[config.mk]
export PLATFORM = sky130hd
export DESIGN_NAME = pvt_ctrl
export DESIGN_NICKNAME = d
export VERILOG_FILES = /design/src/rtl/pvt_pkg.sv /design/src/rtl/pvt_ctrl.sv
export SDC_FILE = /design/constraint.sdc
export NUM_CORES = 1
export LEC_CHECK = 0
export BUFFER_PORTS_ARGS = -buffer_cell sky130_fd_sc_hd__buf_4
export CORE_MARGIN = 8
export CORE_UTILIZATION = 33
export CTS_BUF_LIST = sky130_fd_sc_hd__clkbuf_4 sky130_fd_sc_hd__clkbuf_8 sky130_fd_sc_hd__clkbuf_16
export DETAILED_ROUTE_END_ITERATION = 7
export PLACE_DENSITY = 0.53
export SKIP_LAST_GASP = 1
export SLEW_MARGIN = 20
export SYNTH_ARGS = -nofsm -noshare
export SYNTH_HDL_FRONTEND = slang
export SYNTH_SLANG_ARGS = --single-unit
[constraint.sdc]
create_clock -name clk -period 4.41 [get_ports clk]
set_input_delay 0.6615 -clock clk [delete_from_list [all_inputs] [get_ports clk]]
set_output_delay 0.6615 -clock clk [all_outputs]
set_load 0.03 [all_outputs]
[src/rtl/pvt_pkg.sv]
// shared types, register indexes, mode codes and the sine table
// used by the polygon vertex transform controller and datapath
// no dependencies
package pvt_pkg;

  localparam logic [2:0] CFG_MODE  = 3'd0;
  localparam logic [2:0] CFG_SHX   = 3'd1;
  localparam logic [2:0] CFG_SHY   = 3'd2;
  localparam logic [2:0] CFG_ZOOM  = 3'd3;
  localparam logic [2:0] CFG_ROT   = 3'd4;

  localparam logic [1:0] MODE_TRANSLATE = 2'd0;
  localparam logic [1:0] MODE_ZOOM      = 2'd1;
  localparam logic [1:0] MODE_ROTATE    = 2'd2;

  // ceil(2^37 / 100), exact quotient for numerators below 2^32
  localparam logic [30:0] RECIP_100 = 31'd1374389535;
  localparam int          RECIP_SH  = 37;

  // pi in q30, truncated
  localparam longint unsigned PI_Q30 = (64'd31415926 << 30) / 64'd10000000;

  typedef struct packed {
    logic wr_en;    // store the accepted vertex
    logic first;    // first vertex of a polygon loads the box
    logic setup;    // latch midpoint and rotation factors
    logic rd_en;    // issue a store read into the pipeline
    logic rd_last;  // that read is the last vertex of the run
  } pvt_cmd_t;

  typedef struct packed {
    logic adv;      // pipeline advances this cycle
    logic busy;     // any vertex still in flight
  } pvt_stat_t;

  typedef logic [15:0] sin_tab_t [0:90];

  // unsigned long division by shift and subtract, table building only
  function automatic longint unsigned udiv64(input longint unsigned num,
                                             input longint unsigned den);
    longint unsigned q;
    longint unsigned rem;
    q   = '0;
    rem = '0;
    for (int b = 63; b >= 0; b--) begin
      rem = {rem[62:0], num[b]};
      if (rem >= den) begin
        rem  = rem - den;
        q[b] = 1'b1;
      end
    end
    return q;
  endfunction

  // round(sin(k deg) * 32768) by a q30 taylor series, capped at 32767
  function automatic sin_tab_t build_sin_tab();
    sin_tab_t          t;
    longint unsigned   x;
    longint unsigned   term;
    longint            sum;
    longint            r;
    int                k;
    int                n;
    for (k = 0; k <= 90; k++) begin
      x = udiv64(longint'(k) * PI_Q30, 64'd180);
      term = x;
      sum = longint'(x);
      for (n = 1; n <= 12; n++) begin
        term = (((term * x) >> 30) * x) >> 30;
        term = udiv64(term, 64'((2 * n) * (2 * n + 1)));
        if ((n & 1) == 1) sum = sum - longint'(term);
        else sum = sum + longint'(term);
      end
      if (sum < 0) sum = 0;
      r = (sum + (64'sd1 <<< 14)) >>> 15;
      if (r > 32767) r = 32767;
      t[k] = r[15:0];
    end
    return t;
  endfunction

  localparam sin_tab_t SIN_TAB = build_sin_tab();

  function automatic logic [15:0] sat16(input logic signed [25:0] v);
    if (v > 26'sd32767) return 16'h7fff;
    else if (v < -26'sd32768) return 16'h8000;
    else return v[15:0];
  endfunction

endpackage

[src/rtl/pvt_ctrl.sv]
// controller: load, setup, emit and drain sequencing, vertex count
// depends on pvt_pkg
module pvt_ctrl import pvt_pkg::*; #(
  parameter int VERTEX_MAX = 64
) (
  input  logic                          clk,
  input  logic                          rst_n,
  input  logic                          in_tvalid,
  input  logic                          in_tlast,
  output logic                          in_tready,
  input  pvt_stat_t                     stat,
  output pvt_cmd_t                      cmd,
  output logic [$clog2(VERTEX_MAX)-1:0] wr_addr,
  output logic [$clog2(VERTEX_MAX)-1:0] rd_addr
);

  localparam int AW = $clog2(VERTEX_MAX);
  localparam int CW = $clog2(VERTEX_MAX + 1);

  typedef enum logic [1:0] {S_LOAD, S_SETUP, S_EMIT, S_DRAIN} state_t;

  state_t        state_r, state_nxt;
  logic [CW-1:0] count_r, count_nxt;
  logic [AW-1:0] idx_r, idx_nxt;
  logic          accept;
  logic          not_full;
  logic          at_end;

  assign in_tready = (state_r == S_LOAD);
  assign accept    = in_tvalid && in_tready;
  assign not_full  = count_r < CW'(VERTEX_MAX);
  assign wr_addr   = count_r[AW-1:0];
  assign rd_addr   = idx_r;
  assign at_end    = (idx_r == AW'(count_r - CW'(1)));

  always_comb begin
    state_nxt   = state_r;
    count_nxt   = count_r;
    idx_nxt     = idx_r;
    cmd         = '0;
    cmd.first   = (count_r == '0);
    unique case (state_r)
      S_LOAD: begin
        if (accept) begin
          cmd.wr_en = not_full;
          if (not_full) count_nxt = count_r + CW'(1);
          if (in_tlast) state_nxt = S_SETUP;
        end
      end
      S_SETUP: begin
        cmd.setup = 1'b1;
        idx_nxt   = '0;
        state_nxt = S_EMIT;
      end
      S_EMIT: begin
        if (stat.adv) begin
          cmd.rd_en   = 1'b1;
          cmd.rd_last = at_end;
          idx_nxt     = idx_r + AW'(1);
          if (at_end) state_nxt = S_DRAIN;
        end
      end
      S_DRAIN: begin
        if (!stat.busy) begin
          count_nxt = '0;
          state_nxt = S_LOAD;
        end
      end
      default: state_nxt = S_LOAD;
    endcase
  end

  always_ff @(posedge clk) begin
    if (!rst_n) begin
      state_r <= S_LOAD;
      count_r <= '0;
      idx_r   <= '0;
    end else begin
      state_r <= state_nxt;
      count_r <= count_nxt;
      idx_r   <= idx_nxt;
    end
  end

  // a store write never goes past capacity
  a_no_overfill: assert property (@(posedge clk) disable iff (!rst_n)
    cmd.wr_en |-> count_r < CW'(VERTEX_MAX))
    else $error("store write beyond capacity");

  // a run always holds at least one vertex when emission starts
  a_setup_nonempty: assert property (@(posedge clk) disable iff (!rst_n)
    (state_r == S_SETUP) |-> count_r != '0)
    else $error("emission started with empty store");

  // leaving drain clears the count for the next polygon
  a_drain_clears: assert property (@(posedge clk) disable iff (!rst_n)
    (state_r == S_DRAIN && !stat.busy) |=> (count_r == '0 && state_r == S_LOAD))
    else $error("count not cleared after drain");

endmodule

== Word level (Yosys, flattened, before mapping) ==
Index checks and enable logic that the tools add are counted.

* $add $sub $neg: 3
* $mul: 0
* Div/mod/pow operators: 0
* Order comparisons: 1
* Equal/unequal tests: 10
* Shift operators: 0
* Multiplexer cells: 17
* Bitwise operators: 0
* Reductions and logical operators: 8

{| class="wikitable"
|+ Operator list
! kind !! number
|-
| 2-to-1 mux 7 bit || 3
|-
| 2-to-1 mux 2 bit || 7
|-
| one-hot mux 7 bit (2 select lines) || 1
|-
| one-hot mux 6 bit (2 select lines) || 1
|-
| != test 2 bit (second input constant) || 4
|-
| one-hot mux 2 bit (4 select lines) || 1
|-
| adder 7 x 1 -> 7 bit (second input constant) || 1
|-
| zero test 7 bit || 1
|-
| less-than comparator 7 bit (second input constant) || 1
|-
| adder 6 x 1 -> 6 bit (second input constant) || 1
|-
| equality test 6 bit || 1
|-
| 2-to-1 mux 6 bit || 1
|-
| subtractor 6 x 1 -> 6 bit (second input constant) || 1
|-
| AND reduction 5 bit || 1
|-
| equality test 2 bit (second input constant) || 2
|-
| != test 2 x 1 -> 1 bit (second input constant) || 2
|-
| AND reduction 4 bit || 1
|-
| nonzero test 2 bit || 2
|-
| 2-to-1 mux 1 bit || 3
|-
| equality test 2 x 1 -> 1 bit (second input constant) || 1
|-
| zero test 2 bit || 1
|-
| AND reduction 2 bit || 1
|-
| logical AND 1 bit || 1
|}

* Register bits after elaboration: 15
* Bits in latches: 0
* Memory bits (writable): 0
* Memory bits (read-only): 0
* Memories kept: 0

== Logic depth before layout (Yosys ltp) ==
Gate-level depths: netlist (run 1).

* Word-level depth: 5
* Gate-level depth with buffers: 8
* Gate-level depth less buffers: 7

== Worst setup path before layout (run 1) ==
OpenSTA, ideal clock, no wires.

* Path type: reg-to-output
* From: register count_r[0]
* To: output cmd[0] (netlist bit)
* Arrival: 1946 ps
* Slack: 1803 ps
* Cell stages (with the launch flop): 8
* Buffers on the path: 1
* Path through: dfxtp_1 clkbuf_8 inv_1 ha_1 xnor2_1 nor2_1 o2111ai_2 nor3_1

{| class="wikitable"
|+ RTL lines
! element !! line !! source
|-
| from (decl) || pvt_ctrl.sv:23 || <nowiki>logic [CW-1:0] count_r, count_nxt;</nowiki>
|-
| from (signal assigned) || pvt_ctrl.sv:80 || <nowiki>count_r <= count_nxt;</nowiki>
|-
| to (decl) || pvt_ctrl.sv:12 || <nowiki>output pvt_cmd_t cmd,</nowiki>
|}

==> results.md, run 1 <==
- Total Routing Usage GR: between 9 and 10%
- Synth async-reset ratio: 0%
- TNS Setup: 0 ns
- Most common flop cell mapped by yosys: dfxtp_1
- Worst-path clk slew: 0.10 ns
- Number of I/O port buffers: 23
- Power, Total: 642 uW
- Num CTS Buffers: 3
- Slew HR: a little under three quarters
- Max-Cap Viols: 0
- Syn nets: between 100 and 150
- Antenna violations before repair: 0
- Fmax: 361 MHz
- Vias in the first global route: 850
- Die footprint: ~0.0053 mm^2
- WL/cell: around 13 um
- Layout cell share with drive strength beyond 1: between 20% and 30%
- Fin. Hold Viols: 0
- Post-synth EDFFs: 0
- Layout Skew: about 0.0060 ns
- Antenna viol nets, final: 0
- Outcome: finished, final reports clean
- Post-Place Cell Area: about 0.0012 mm^2
- Pleak: ~0.53 nW
- Worst Hold Class: reg2reg
- # rows: 20
- WP data required: between 3 and 4 ns
- DR WL met2: ~1.1 mm
- Inserted Diodes: 0
- Root buffer cell: clkbuf_4
- Die Ht: 73.1 um
- Worst Setup Start Kind: flip-flop
- Starting Density: around a third
- Layout area overhead: 15.0%
- Via count: 892
- Slew @ Worst Pin: around 0.42 ns
- Final #Nets: around 160
- DIE WIDTH: 73.1 um
- TritonCTS Sinks: 15
- Slowest CP cell: dfxtp_1
- Worst Path Arrival: 2.11 ns
- Final setup vio count: 0
- Endpoint class of the critical path: output port
- Dpl hpwl: just under 2 mm
- Total congestion overflow: 0
- CTS tree: yes
- Cell variety after synth: 37
- Util after Layout: about 40%
- Crit path largest cell delay: roughly 0.53 ns
- Kind of critical path: reg2out
- Initial drt markers: 33
- Wire length on met1: between 1 and 1.5 mm
- H-Tree Depth: 1
- CTS Buffer Depth: 2
- Reg area: 300 um^2
- Ports: 24
- CP cell instances: inv_1 -> ha_1 -> nand2b_1 -> o211a_1 -> o31a_1 -> nor3_1 -> buf_4
- CTS Hold Bufs: 0
- WL final: approximately 2.5 mm
- Max VDD drop: approximately 0.00029 V
- Power per cell area: about 520 mW/mm^2
- Core Area: 0.00308 mm^2
- Post-CTS Setup Inserts: 0
- Largest net degree at the start of global routing: 12
- Period utilization: 62.8%
- Worst skew pair latency: 0.30 ns
- Area of the multi-input gates: between 600 and 700 um^2
- CP max FO: 9
- RSZ-0062 raised after global routing: false
- Fin area: approximately 0.0012 mm^2
- Seq cells post-synth: 15
- Area leader, netlist: dfxtp_1
- Syn. warnings: 0
- DR DRC count: 0
- Pre-Repair DR Iteration Count: 4
- Post_cts resized: 0
- Top-area cell type share of the netlist area: between 20% and 30%
- Pins Over Slew Limit: 0
- Top Metal Used: met4
- Synth Instances: between 100 and 150
- Fill count: 333
- Met3 Wirelength: around 110 um
- Avg Vias per Cell: roughly 4.8
- Mapped Area: between 0.001 and 0.0015 mm^2
- Final worst path period need: between 2 and 3 ns
- GP Congestion: between 0.7 and 0.8
- Global-route wire length before repair: 3.98 mm
- Avg Cell Area, Syn: about 8.4 um^2
- Synth area leaders: dfxtp_1, ha_1, xnor2_1
- Register area share after synthesis: between 20 and 30%
==> layout by cell type (no fill, tap or decap) <==
master and n:
nor3_1 3, nor4_2 1, buf_4 23, o31a_1 2, and3_1 3, o21a_1 1, xnor2_1 8, mux2i_1 3
and2_1 1, o2111ai_2 1, nor4b_1 1, nand2b_1 2, o311a_1 1, dfxtp_1 15, inv_1 6, nand3_1 4
nor2_1 12, nor3b_1 2, ha_1 8, nor2b_1 3, and3_2 1, a21oi_1 6, xor2_1 4, or3_4 1
o21ai_0 4, and3b_1 1, clkbuf_4 4, and2_0 1, nand2_1 14, a41oi_1 1, a22oi_1 1, nand4_1 2
o211a_1 2, a211oi_2 1
==> metal layers <==
| layer | global-route usage (%) | vias to the layer above |
|---|---|---|
| met3 | 2.34 | 5 |
| met4 | 5.33 | 0 |
| li1 | - | 460 |
| met1 | 11.4 | 412 |
| met5 | 0 | - |
| met2 | 15.4 | 15 |
==> cells in the mapped netlist (2+ instances only) <==
library cell	count
dfxtp_1	15
nand2_1	14
nor2_1	12
ha_1	8
xnor2_1	8
a21oi_1	6
buf_4	6
inv_1	6
nand3_1	4
o21ai_0	4
xor2_1	4
and3_1	3
mux2i_1	3
nor2b_1	3
nor3_1	3
clkbuf_1	2
clkbuf_8	2
nand2b_1	2
nand4_1	2
nor3b_1	2
o211a_1	2
o31a_1	2
==> power breakdown <==
| group | total, mW | leakage [nW] | internal, mW | switching (mW) |
|---|---|---|---|---|
| Combinational | 0.366 | 0.387 | 0.149 | 0.217 |
| Clock | 0.0925 | 0.0184 | 0.0414 | 0.0511 |
| Sequential | 0.183 | 0.121 | 0.154 | 0.0297 |
| Total | 0.642 | 0.527 | 0.344 | 0.298 |
==> per-stage QoR <==
step / worst slack (ns) / instances / hold slack, ns
6_report: 1.64 / 187 / 0.505
5_1_grt: 1.53 / 187 / 0.544
4_1_cts: 1.63 / 187 / 0.509
3_5_place_dp: 1.97 / 183 / 0.495
3_3_place_gp: 2.04 / 183 / 0.486
2_1_floorplan: 1.80 / 128 / 0.456
==> sequential cells by signal, indices dropped and copies added, names as in the netlist <==
register  cells
state_r       2
count_r       7
rd_addr       6
==> worst max-delay path, delay by kind of cell (launching register included) <==
kind            cells  cell delay [ns]
flops               1             0.53
compound gates      2             0.39
buf+inv             2             0.32
simple gates        2             0.32
fa+ha+maj           1             0.25
==> path summary, 6_finish.rpt <==
kind	endpoint	start	slack [ns]	depth (start not counted)
setup / recovery	cmd[0]	count_r[0]	1.64	7
hold / removal	state_r[1]	state_r[1]	0.50	2
setup reg to reg	state_r[1]	count_r[0]	2.34	7
hold reg to reg	state_r[1]	state_r[1]	0.50	2
==> final cells by class <==
cell class / count / share of cell area, %
Multi-Input combinational cell: 95 / 53.0
Sequential cell: 15 / 24.3
Timing Repair Buffer: 23 / 14.0
Tap cell: 44 / 4.45
Clock buffer: 4 / 2.43
Inverter: 6 / 1.82
==> cell families (layout without fill, tap and decap cells) <==
family	Yosys count	count (layout)	share of synthesized area, %
muxes	3	3	2.79
and+or+nand+nor	52	52	25.3
AOI/OAI and AO/OA	20	20	13.9
DFF	15	15	27.9
adders and majority gates	8	8	9.31
xor gates and xnor gates	12	12	9.78
buffers and inverters	18	33	11.1
No activity file was read; power rests on OpenSTA's default activity.
==> run 2, diff against run 1 <==
- PLACE_DENSITY: 0.53 -> 0.55
- clock period: 4.41 -> 2.2 ns (I/O delays scaled with it)
==> run 2 against run 1 <==
Count of clock-buffer cells in the layout did not move. Die area did not move. Sequential share of layout area fell by 0.76 points. Final cell count rose by 3.2%. Register-to-register slack got worse by 2.0 ns. Worst setup slack got worse by 1.6 ns. Total power rose by 100%. Final area rose by 5.0%. Critical path depth did not move. Clock skew fell by 0.0045 ns. Combinational power rose by 110%. Routed wire length fell by 1.4%. Critical path type unchanged. Highest routed layer unchanged.
==> results.md, run 2 (same netlist as run 1, synthesis figures left out) <==
- Num CTS Buffers: 3 (unchanged)
- WL final: 2.46 mm (-1.4%)
- Via count: 907 (+1.7%)
- Combinational power share: 60.4% (+3.4 points)
- Period utilization: between 90% and 100%
- WL/cell: 12.7 um (-4.4%)
- # rows: 20 (unchanged)
- Antenna violations before repair: 0 (unchanged)
- WHS Path Cells: 2 (unchanged)
- Psw: 583 uW (+95%)
- Largest net degree at the start of global routing: 12 (unchanged)
- Sequential share of power: 26.4% (-2.2 points)
- Endpoint class of the critical path: output port
- Power, Total: 1.30 mW (+100%)
- Pre-Repair DR Iteration Count: 6 (+2)
- Pins Over Slew Limit: 0 (unchanged)
- DIE WIDTH: 73.1 um (unchanged)
- Layout cell share with drive strength beyond 1: 28.2% (+5.8 points)
- Worst reg2reg path depth: 8 (+1)
- CP cell instances: inv_1 -> ha_1 -> nand2b_1 -> o211a_1 -> o31a_1 -> nor3_2 -> buf_4
- Starting Density: 34.9% (unchanged)
- Global-route wire length before repair: 3.98 mm (unchanged)
- Layout area overhead: 20.7%
- Vias in the first global route: 854 (+0.47%)
- Final #Nets: 164 (+3.8%)
- H-Tree Depth: 1 (unchanged)
- Family with the most delay on the worst path: compound AO/OA/AOI/OAI gates
- Number of I/O port buffers: 23 (unchanged)
- CTS tree: yes
- Avg Vias per Cell: 4.70 (-1.5%)
- Worst skew pair latency: 0.28 ns (-0.02 ns)
- Crit path largest cell delay: 0.35 ns (-0.18 ns)
- Antenna viol nets, final: 0 (unchanged)
- Slew @ Worst Pin: 0.399 ns (-0.0246 ns)
- Fmax: approximately 470 MHz
- DR DRC count: 0 (unchanged)
- Most frequent cells in the layout: buf_4, nand2_1, dfxtp_1, nor2_1
- Final worst path period need: approximately 2.1 ns
- Number of flip-flops in the largest register: 7 (unchanged)
- Worst Hold Class: in2reg
- Commonest non-fill, non-tap cell in the layout: buf_4
- Root buffer cell: clkbuf_4
- Max-Cap Viols: 0 (unchanged)
- Pint: 716 uW (+110%)
- WP data required: 1.87 ns (-1.88 ns)
- Worst Setup Start Kind: flip-flop
- Dpl hpwl: 1.90 mm (-2.0%)
- Post-Place Cell Area: 0.00125 mm^2 (+3.4%)
- Total Routing Usage GR: 9.49% (-0.12 points)
- Fin. Hold Viols: 0 (unchanged)
- Worst Path Arrival: 1.80 ns (-0.31 ns)
- TritonCTS Sinks: 15 (unchanged)
- Die footprint: 0.00534 mm^2 (unchanged)
- Fin area: 0.00130 mm^2 (+5.0%)
- Layout Skew: 0.00148 ns (-0.00451 ns)
- WP buf/inv: 2 (unchanged)
- Power per cell area: 1000 mW/mm^2 (+93%)
- Reg area: 305 um^2 (+1.7%)
- Slew HR: 73.4% (+1.6 points)
- GP Congestion: 0.873 (+9.2%)
- Pleak: 0.562 nW (+6.7%)
- CTS Buffer Depth: 2 (unchanged)
- Max VDD drop: 0.000650 V (+120%)
- Ports: 24 (unchanged)
- Outcome: finished, final reports clean
- Area of the multi-input gates: 667 um^2 (+1.7%)
- Reg with most FFs: count_r
- Die Ht: 73.1 um (unchanged)
- Worst-path clk slew: 0.09 ns (about the same)
- Clk pwr share: 13.2% (-1.2 points)
- Core Area: 0.00308 mm^2 (unchanged)
- Sw frac: 44.9% (-1.6 points)
- Initial drt markers: 43 (+30%)
- WP depth: 7 (unchanged)
- Total congestion overflow: 0 (unchanged)
- Kind of critical path: reg2out
- Slowest CP cell: dfxtp_4
- Fill count: 315 (-5.4%)
- CP max FO: 3 (-6)
- Inserted Diodes: 0 (unchanged)
- Final setup vio count: 0 (unchanged)
[run 2: layer usage]
layer	share of wire (%)	vias to the layer above	global-route usage [%]	routed length, um
met1	48	414	12.1	1190
met5	0	-	0	0
met2	46	16	14.7	1140
met3	4.7	2	2.75	116
met4	0.77	0	3.33	19
li1	-	475	-	-
[run 2: worst paths after layout]
path | from | end | slack, ns
min | rst_n | rd_addr[4] | 0.34
max | count_r[1] | cmd[0] | 0.07
max reg2reg | count_r[1] | state_r[1] | 0.37
min reg2reg | state_r[1] | state_r[1] | 0.51
[run 2: per-stage QoR]
stage	hold slack [ns]	setup TNS, ns	utilization (%)	worst slack (ns)	cells
after floorplan	0.468	0	-	0.170	128
after CTS	0.334	0	41.5	0.0113	191
after detailed placement	0.511	0	40.5	0.240	187
final	0.338	0	42.2	0.0735	193
after global routing	0.348	-0.00180	42.2	-0.00180	193
after global placement	0.481	0	40.5	0.278	187
[run 2: worst register-to-register path, cell delays in order, from the launching register on]
cell and delay [ns]:
dfxtp_4 0.35, inv_1 0.06, ha_1 0.30, xnor2_1 0.13
nor2_1 0.13, o2111ai_2 0.15, buf_4 0.16, a211oi_2 0.27
mux2i_1 0.22
[run 2: layout make-up]
type                       count  area share [%]
clock buffer                   4            2.31
inverter                       6            1.74
multi-input combinational     95            51.4
sequential                    15            23.5
tap                           44            4.24
timing repair buffer          29            16.8
[run 2: power by group through the flow]
| stage | clock network (mW) | registers, mW | logic (mW) |
|---|---|---|---|
| CTS | 0.180 | 0.347 | 0.777 |
| global placement | 0 | 0.350 | 0.765 |
| floorplan | 0 | 0.354 | 0.601 |
| finish | 0.172 | 0.343 | 0.784 |
| detailed placement | 0 | 0.352 | 0.773 |
| global route | 0.189 | 0.349 | 0.860 |
[run 2: repair_timing]
item	in CTS	in global routing
hold buffers	0	0
hold endpoints to repair	0	0
pin swaps	0	3
setup buffers	0	2
gates resized for setup	1	2
setup endpoints to repair	1	1
==> run 3, diff against run 2 <==
--- a/config.mk
+++ b/config.mk
@@ -11,5 +11,5 @@
 export CTS_BUF_LIST = sky130_fd_sc_hd__clkbuf_4 sky130_fd_sc_hd__clkbuf_8 sky130_fd_sc_hd__clkbuf_16
 export DETAILED_ROUTE_END_ITERATION = 7
-export PLACE_DENSITY = 0.55
+export PLACE_DENSITY = 0.53
 export SKIP_LAST_GASP = 1
 export SLEW_MARGIN = 20
==> constraint.sdc (replaced) <==
create_clock -name clk -period 2.7 [get_ports clk]
set_input_delay 0.27 -clock clk [delete_from_list [all_inputs] [get_ports clk]]
set_output_delay 0.27 -clock clk [all_outputs]
set_load 0.03 [all_outputs]
==> run 3 against run 2 <==
Non-clock buffer count decreased by 6. Die area unchanged. Final area decreased by 4.7%. First-iteration DRC count decreased by 44%. Largest cell class unchanged. Highest routed layer unchanged.
==> results.md, run 3 (same netlist as run 1, synthesis figures left out) <==
- Worst Hold Class: in2reg
- Fill count: 315 (unchanged)
- RSZ-0062 raised after global routing: false
- Max VDD drop: 0.000411 V (-37%)
- Pins Over Slew Limit: 0 (unchanged)
- Antenna violations before repair: 0 (unchanged)
- Worst Setup Start Kind: flip-flop
- TritonCTS Sinks: 15 (unchanged)
- Global-route wire length before repair: 4.03 mm (+1.2%)
- Kind of critical path: reg2out
- Commonest non-fill, non-tap cell in the layout: buf_4
- WP data required: 2.43 ns (+0.56 ns)
- Layout cell share with drive strength beyond 1: 22.4% (-5.8 points)
- Post-CTS Setup Inserts: 0 (unchanged)
- Fin. Hold Viols: 0 (unchanged)
- Die footprint: 0.00534 mm^2 (unchanged)
- Inserted Diodes: 0 (unchanged)
- Ports: 24 (unchanged)
- Power per cell area: 833 mW/mm^2 (-17%)
- Total Routing Usage GR: 9.62% (+0.14 points)
- Core Area: 0.00308 mm^2 (unchanged)
- Outcome: finished, final reports clean
- DIE WIDTH: 73.1 um (unchanged)
- Avg Vias per Cell: 4.67 (-0.55%)
- Final #Nets: 158 (-3.7%)
- TNS Setup: 0 ns (unchanged)
- CTS tree: yes
- Number of I/O port buffers: 23 (unchanged)
- Max-Cap Viols: 0 (unchanged)
- Worst reg2reg path depth: 7 (-1)
- WL final: 2.38 mm (-3.1%)
- Reg with most FFs: count_r
- WHS Path Cells: 2 (unchanged)
- # rows: 20 (unchanged)
- Number of flip-flops in the largest register: 7 (unchanged)
- Dpl hpwl: 1.86 mm (-2.4%)
- Largest net degree at the start of global routing: 12 (unchanged)
- Pleak: 0.527 nW (-6.3%)
- Most frequent cells in the layout: buf_4, dfxtp_1, nand2_1, nor2_1
- Period utilization: 86.7%
- Final setup vio count: 0 (unchanged)
- Die Ht: 73.1 um (unchanged)
- Slew HR: 74.0% (+0.60 points)
- CTS Buffer Depth: 2 (unchanged)
- Final worst path period need: 2.34 ns
- Root buffer cell: clkbuf_4
- Vias in the first global route: 835 (-2.2%)
- Num CTS Buffers: 3 (unchanged)
- Layout Skew: 0.00917 ns (+0.00770 ns)
- Antenna viol nets, final: 0 (unchanged)
- Endpoint class of the critical path: output port
- WL/cell: 12.7 um (about the same)
- Total congestion overflow: 0 (unchanged)
- Hold WS: 0.283 ns (-0.0545 ns)
- Post_cts resized: 0 (-1)
- Worst-path clk slew: 0.10 ns (about the same)
- GP Congestion: 0.757 (-13%)
- Layout area overhead: 15.0%
- Worst skew pair latency: 0.29 ns (about the same)
- Via count: 874 (-3.6%)
- Starting Density: 34.9% (unchanged)
- H-Tree Depth: 1 (unchanged)
- DR DRC count: 0 (unchanged)
- CTS Hold Bufs: 0 (unchanged)
- Fmax: 427 MHz
- CP max FO: 9 (+6)
- Pre-Repair DR Iteration Count: 4 (-2)
- Placed Cells: 183 (-2.1%)
- Worst Path Arrival: 2.07 ns (+0.27 ns)
- Slew @ Worst Pin: 0.390 ns (-0.00899 ns)
- Cell Count, Final, Fillers Out: 187 (-3.1%)
- Initial drt markers: 24 (-44%)
[run 3: power breakdown]
part | internal [mW] | switching (mW) | total, mW
Combinational | 0.241 | 0.342 | 0.583
Clock | 0.0675 | 0.0792 | 0.147
Sequential | 0.251 | 0.0496 | 0.300
[run 3: per-layer routing]
| metal | vias up | global-route usage (%) | part of all wire (%) |
|---|---|---|---|
| met1 | 390 | 12.3 | 51 |
| met4 | 0 | 5.33 | 2.2 |
| li1 | 464 | - | - |
| met5 | - | 0 | 0 |
| met3 | 5 | 3.02 | 4.3 |
| met2 | 15 | 13.8 | 43 |
[run 3: critical path, stage by stage (launching register included)]
cell	delay, ns
dfxtp_1	0.53
inv_1	0.11
ha_1	0.24
nand2b_1	0.16
o211a_1	0.15
o31a_1	0.23
nor3_1	0.16
buf_4	0.20
[run 3: path summary, 6_finish.rpt]
| check | endpoint | startpoint | slack (ns) |
|---|---|---|---|
| hold reg to reg | state_r[1] | state_r[1] | 0.51 |
| hold / removal | rd_addr[4] | rst_n | 0.28 |
| setup reg to reg | state_r[1] | count_r[0] | 0.69 |
| setup / recovery | cmd[0] | count_r[0] | 0.36 |
[run 3: final cells by class]
cell class                      instances  area (um^2)  area share [%]
Multi-Input combinational cell         95          656            53.0
Sequential cell                        15          300            24.3
Timing Repair Buffer                   23          173            14.0
Tap cell                               44         55.1            4.45
Clock buffer                            4         30.0            2.43
Inverter                                6         22.5            1.82
[run 3: per-stage QoR]
stage	cell area [um^2]	util, %	total power [mW]	setup slack [ns]
6_report	1240	40.2	1.03	0.360
3_3_place_gp	1210	39.2	0.892	0.697
4_1_cts	1240	40.2	1.04	0.336
2_1_floorplan	1070	-	0.772	0.484
3_5_place_dp	1210	39.2	0.894	0.668
5_1_grt	1240	40.2	1.11	0.172
